<file path="src/design/tdpt_pkg.sv">
// Shared constant for the trial division prime test.
package tdpt_pkg;
	localparam int NUM_WIDTH_DEF = 32;
endpackage

</file>
<file path="src/design/tdpt_div.sv">
// Radix-2 restoring divider: one quotient bit per cycle, gives quotient and remainder.
module tdpt_div import tdpt_pkg::*; #(
	parameter int NUM_WIDTH = NUM_WIDTH_DEF
) (
	input  logic                 clk,
	input  logic                 arst_n,
	input  logic                 start,
	input  logic [NUM_WIDTH-1:0] dividend,
	input  logic [NUM_WIDTH-1:0] divisor,
	output logic                 done,
	output logic [NUM_WIDTH-1:0] quot,
	output logic [NUM_WIDTH:0]   rem
);
	localparam int CW = $clog2(NUM_WIDTH + 1);

	logic [NUM_WIDTH:0]   rem_q;
	logic [NUM_WIDTH-1:0] dvd_q;
	logic [CW-1:0]        cnt_q;
	logic                 busy_q;
	logic                 done_q;
	logic [NUM_WIDTH:0]   shifted;
	logic [NUM_WIDTH+1:0] diff;
	logic                 qbit;

	assign shifted = {rem_q[NUM_WIDTH-1:0], dvd_q[NUM_WIDTH-1]};
	assign diff    = {1'b0, shifted} - {2'b00, divisor};
	assign qbit    = ~diff[NUM_WIDTH+1];

	always_ff @(posedge clk or negedge arst_n) begin
		if (!arst_n) begin
			busy_q <= 1'b0;
			done_q <= 1'b0;
			cnt_q  <= '0;
		end else begin
			done_q <= 1'b0;
			if (start) begin
				busy_q <= 1'b1;
				cnt_q  <= CW'(NUM_WIDTH);
			end else if (busy_q) begin
				cnt_q <= cnt_q - CW'(1);
				if (cnt_q == CW'(1)) begin
					busy_q <= 1'b0;
					done_q <= 1'b1;
				end
			end
		end
	end

	always_ff @(posedge clk) begin
		if (start) begin
			rem_q <= '0;
			dvd_q <= dividend;
		end else if (busy_q) begin
			rem_q <= qbit ? diff[NUM_WIDTH:0] : shifted;
			dvd_q <= {dvd_q[NUM_WIDTH-2:0], qbit};
		end
	end

	assign done = done_q;
	assign quot = dvd_q;
	assign rem  = rem_q;
endmodule

</file>
<file path="config.mk">
export PLATFORM = sky130hd
export DESIGN_NAME = tdpt_div
export DESIGN_NICKNAME = d
export VERILOG_FILES = /design/src/design/tdpt_pkg.sv /design/src/design/tdpt_div.sv
export SDC_FILE = /design/constraint.sdc
export NUM_CORES = 1
export LEC_CHECK = 0
export BUFFER_PORTS_ARGS = -buffer_cell sky130_fd_sc_hd__buf_2
export CAP_MARGIN = 20
export CORE_MARGIN = 1
export CORE_UTILIZATION = 58
export DETAILED_ROUTE_END_ITERATION = 16
export PLACE_DENSITY = 0.95
export SKIP_CTS_REPAIR_TIMING = 1
export SYNTH_ARGS = -nofsm -noshare
export SYNTH_HDL_FRONTEND = slang
export SYNTH_SLANG_ARGS = --single-unit
export TNS_END_PERCENT = 5
</file>
<file path="constraint.sdc">
create_clock -name clk -period 5.2 [get_ports clk]
set_clock_uncertainty 0.1 [all_clocks]
set_input_delay 1.04 -clock clk [delete_from_list [all_inputs] [get_ports clk]]
set_output_delay 1.04 -clock clk [all_outputs]
set_load 0.02 [all_outputs]
</file>
# Word level (Yosys, flattened, before mapping)
# Index checks and enable logic that the tools add are counted.
[totals]
regBits = 73
word_cells = 21
input_bits = 67
out_inout_bits = 66
[op_classes]
addsub = 2
muxes = 11
n_eq_ne = 1
reduce_logical = 1
bitwise_logic = 1
[op_table]
columns = ["op", "n"]
rows = [
  ["$mux W32", 2],
  ["$sub A33 B32 Y34", 1],
  ["$mux W33", 1],
  ["$mux W6", 2],
  ["$eq A6 B1 Y1 const B", 1],
  ["$mux W1", 6],
  ["$sub A6 B1 Y6 const B", 1],
  ["$reduce_bool A2 Y1", 1],
  ["$not A1 Y1", 1],
]

# Longest topological paths before layout
[depth]
depth_word = 4
depth_mapped = 14

# Least setup slack after synthesis
# OpenSTA, ideal clock, no wires.
[synth_timing]
kind = "input to register"
from = "in divisor[10]"
to = "reg rem_q[21], in the netlist rem[21]"
cell_stages = 11
t_required_ns = 5.012
setup_slack_ns = 1.748
setup_time_ns = 0.088
n_path_buf = 0
t_arrival_ns = 3.264
cell_sequence = "inv_1 > ha_1 > a21oi_1 > o21ai_0 > a21o_1 > a221o_1 > nor2_1 > o31ai_1 > a31oi_1 > mux2_2 > nor4_2"
[synth_via]
elab_chain_cells = 2
[synth_rtl]
columns = ["element", "line_no", "source"]
rows = [
  ["start: declaration", "tdpt_div.sv:9", "input logic [NUM_WIDTH-1:0] divisor,"],
  ["$sub A33 B32 Y34", "tdpt_div.sv:26", "assign diff = {1'b0, shifted} - {2'b00, divisor};"],
  ["$mux W33", "tdpt_div.sv:54", "rem_q <= qbit ? diff[NUM_WIDTH:0] : shifted;"],
  ["end signal: assignment", "tdpt_div.sv:54", ""],
  ["end: declaration", "tdpt_div.sv:16", "logic [NUM_WIDTH:0] rem_q;"],
]
# No other way between the ends.
# A chain may end at the register's enable or synchronous reset.

# Worst setup path in the final report
[layout_timing]
from = "in divisor[26]"
to = "reg rem_q[4], in the netlist rem[4]"
# Same word-level chain as after synthesis.

==> key figures <==
Status
  – Status: completed

GRT
  – Vias in the first global route: 4,387
  – GRT Residual Overflow: 0
  – First-pass GRT wire length: 19.7 mm
  – Total track usage: 0.276
  – Initial antenna violation count: 0
  – Largest net degree at the start of global routing: 74

Drt
  – Routed wire length: 12.4 mm
  – Antenna viol nets, final: 0
  – Vias/cell: 5.88
  – Initial DRT Pass Iterations: 5
  – DR iter-0 viols: 213
  – Drt wl/cell: 15.5 um
  – Number of remaining DRC errors: 0
  – Vias: 4,702

Critical path
  – Crit Path Max Fanout: 31
  – CP required: 5310 ps
  – Startpoint Class: input pin
  – Critical Path AT: 4160 ps
  – CP Buf/Inv Count: 3
  – Crit path max-delay family: compound AO/OA/AOI/OAI gates
  – Nature of the critical path endpoint: flip-flop
  – Worst path cell trace: buf_2 > inv_1 > ha_1 > a21oi_1 > o21bai_1 > a21o_1 > a2111oi_0 > nor3b_4 > buf_12 > o311ai_0 > o21ai_0 > nor2_1
  – Crit-path max cell delay: 890 ps
  – Crit Path Category: in2reg
  – CP max-delay cell: nor3b_4

Cells and area
  – Area of the multi-input gates: 2980 um2
  – Share of layout cells above drive strength 1: 0.281
  – Fin nets: 792
  – # fillers: 610
  – Register area: 1820 um2
  – # diodes: 0
  – Area grow syn2layout: 18.7%

Logic synthesis
  – Yosys top cell area share: 0.189
  – Seq cells post-synth: 73
  – EDFF count, synth: 32
  – Cells after synthesis: 571
  – Synthesized net count: 673
  – Dominant cells by area after synthesis: edfxtp_1, dfxtp_1, ha_1
  – Number of synthesis warnings: 0
  – Fraction of registers with async set/reset: 0.110
  – Ys flop type: dfxtp_1
  – Post-synth cell types: 63
  – Mean Syn Cell Area: 8.91 um2
  – Post-Syn Area: 5090 um2
  – Largest area contributor in the netlist: edfxtp_1
  – Seq/Total Area, Yosys: 0.358

Place
  – # port buffers: 132
  – Post-DP HPWL: 9.01 mm
  – Gpl congestion: 0.918

Floorplan
  – Row cnt: 33
  – Initial Util: 0.610
  – IO Pins: 133
  – Die Wd: 95.7 um
  – Die Footprint: 9150 um2
  – Die H: 95.7 um
  – Total core area: 8340 um2

Pwr
  – Pleak: 2.94 nW
  – Sequential Power Share: 0.296
  – Sw frac: 0.449
  – Total power: 3.04 mW
  – P_sw: 1.37 mW
  – Pint: 1.67 mW
  – Comb power frac: 0.545
  – PwrDens: 503 nW/um2
  – Clock network fraction of total power: 0.159
  – VDD IR-drop max: 0.271 mV

Clock network
  – H-Tree Depth: 3
  – Reg clk slew, reported paths: 90 ps
  – Sink Count: 73
  – Root cell of the clock tree: clkbuf_8
  – CTS buffer count: 9
  – TritonCTS clock tree: built
  – Worst-skew pair later-pin latency: 360 ps
  – Deepest clock path buffer count: 2

Timing
  – Tcrit/Tclk final: 0.778
  – RSZ-0062 raised after global routing: no
  – Relative slew margins: 0.361
  – Worst-Margin Slew: 958 ps
  – Final Max Tran Viols: 0
  – FMAX: 247 MHz
  – Clock period minus worst slack: 4040 ps
  – Final setup TNS: 0 ps
  – Final Hold Fails: 0
  – Setup violations, final: 0

Flow run
  – Max-cap violations: 0

Worst hold path
  – Worst min path class: in2async
cell usage after synthesis, types with 11 or more instances:
master     n
clkbuf_1  17
a211oi_1  20
mux2i_1   11
dfxtp_1   33
o211ai_1  11
ha_1      34
a21o_1    15
o21ai_0   30
mux2_2    32
a21oi_1   38
nand2_1   42
xor2_1    12
xnor2_1   15
nor2_1    57
edfxtp_1  32
inv_1     45
power by group through the flow:
stage                     clock network (mW)  logic, mW  registers [mW]
final                                  0.484       1.66           0.901
after global routing                   0.513       1.81           0.923
after CTS                              0.485       1.64           0.899
after detailed placement                   0       1.62           0.909
after global placement                     0       1.56           0.900
after floorplan                            0       1.07            1.05
worst register-to-register path: stages (launching register included):
cell	delay, ps
dfxtp_1	350
ha_1	350
a21oi_1	250
o21bai_1	100
a21o_1	220
a2111oi_0	560
nor3b_4	890
buf_12	270
o311ai_0	160
o21ai_0	140
nor2_1	50
through the flow:
step / setup slack (ps) / cell area [um2] / instances / utilization / hold slack [ps]
6_report: 1160 / 6040 / 800 / 0.724 / 404
5_1_grt: 950 / 6040 / 800 / 0.724 / 393
4_1_cts: 1190 / 6010 / 799 / 0.721 / 378
3_5_place_dp: 884 / 5800 / 783 / 0.696 / 359
3_3_place_gp: 946 / 5800 / 783 / 0.696 / 354
2_1_floorplan: 1750 / 5090 / 571 / - / 380
layer usage:
| layer | vias up | GRT usage | wire, um |
|---|---|---|---|
| li1 | 2295 | - | - |
| met1 | 2188 | 0.356 | 5210 |
| met2 | 189 | 0.451 | 6170 |
| met3 | 30 | 0.0431 | 722 |
| met4 | 0 | 0.134 | 264 |
| met5 | - | 0 | 0 |
worst paths after layout:
check / startpoint / slack, ps / depth (start not counted) / to
worst max-delay path: divisor[26] / 1160 / 12 / rem[4]$_SDFFE_PP0P_
max in group asynchronous: arst_n / 4420 / 1 / busy_q$_DFF_PN0_
worst min-delay path: arst_n / 400 / 1 / cnt_q[3]$_DFFE_PN0P_
worst max register to register: rem[25]$_SDFFE_PP0P_ / 1610 / 10 / rem[4]$_SDFFE_PP0P_
min in group clk: rem[32]$_SDFFE_PP0P_ / 410 / 1 / rem[32]$_SDFFE_PP0P_
worst min register to register: rem[32]$_SDFFE_PP0P_ / 410 / 1 / rem[32]$_SDFFE_PP0P_
cell usage in the layout (no fill, tap or decap), types with 12 or more instances in the layout:
master / Yosys / layout
mux2_2: 32 / 32
xor2_1: 12 / 12
buf_2: 6 / 132
a21oi_1: 38 / 38
edfxtp_1: 32 / 32
inv_1: 45 / 45
nand2_1: 42 / 42
o21ai_0: 30 / 30
a21o_1: 15 / 15
ha_1: 34 / 34
a211oi_1: 20 / 20
nor2_1: 57 / 57
xnor2_1: 15 / 15
dfxtp_1: 33 / 33
logic make-up (layout without fill, tap and decap cells):
family / count (synthesis) / count (layout) / share of synthesized area
buf+inv: 74 / 198 / 0.0568
mux: 43 / 43 / 0.0925
flops: 73 / 73 / 0.358
compound gates: 162 / 162 / 0.209
fa+ha+maj: 35 / 35 / 0.0876
simple gates: 157 / 157 / 0.150
xor+xnor: 27 / 27 / 0.0465
sequential cells by signal, indices dropped and copies added (netlist names):
name,flops
rem,33
quot,32
cnt_q,6
busy_q,1
done,1
layout make-up:
class                      count  share of cell area
timing repair buffer         137               0.121
tap                          105              0.0218
multi-input combinational    424               0.493
clock inverter                 7              0.0141
inverter                      45              0.0280
clock buffer                   9              0.0205
sequential                    73               0.302
(Power assumes the default switching activity.)
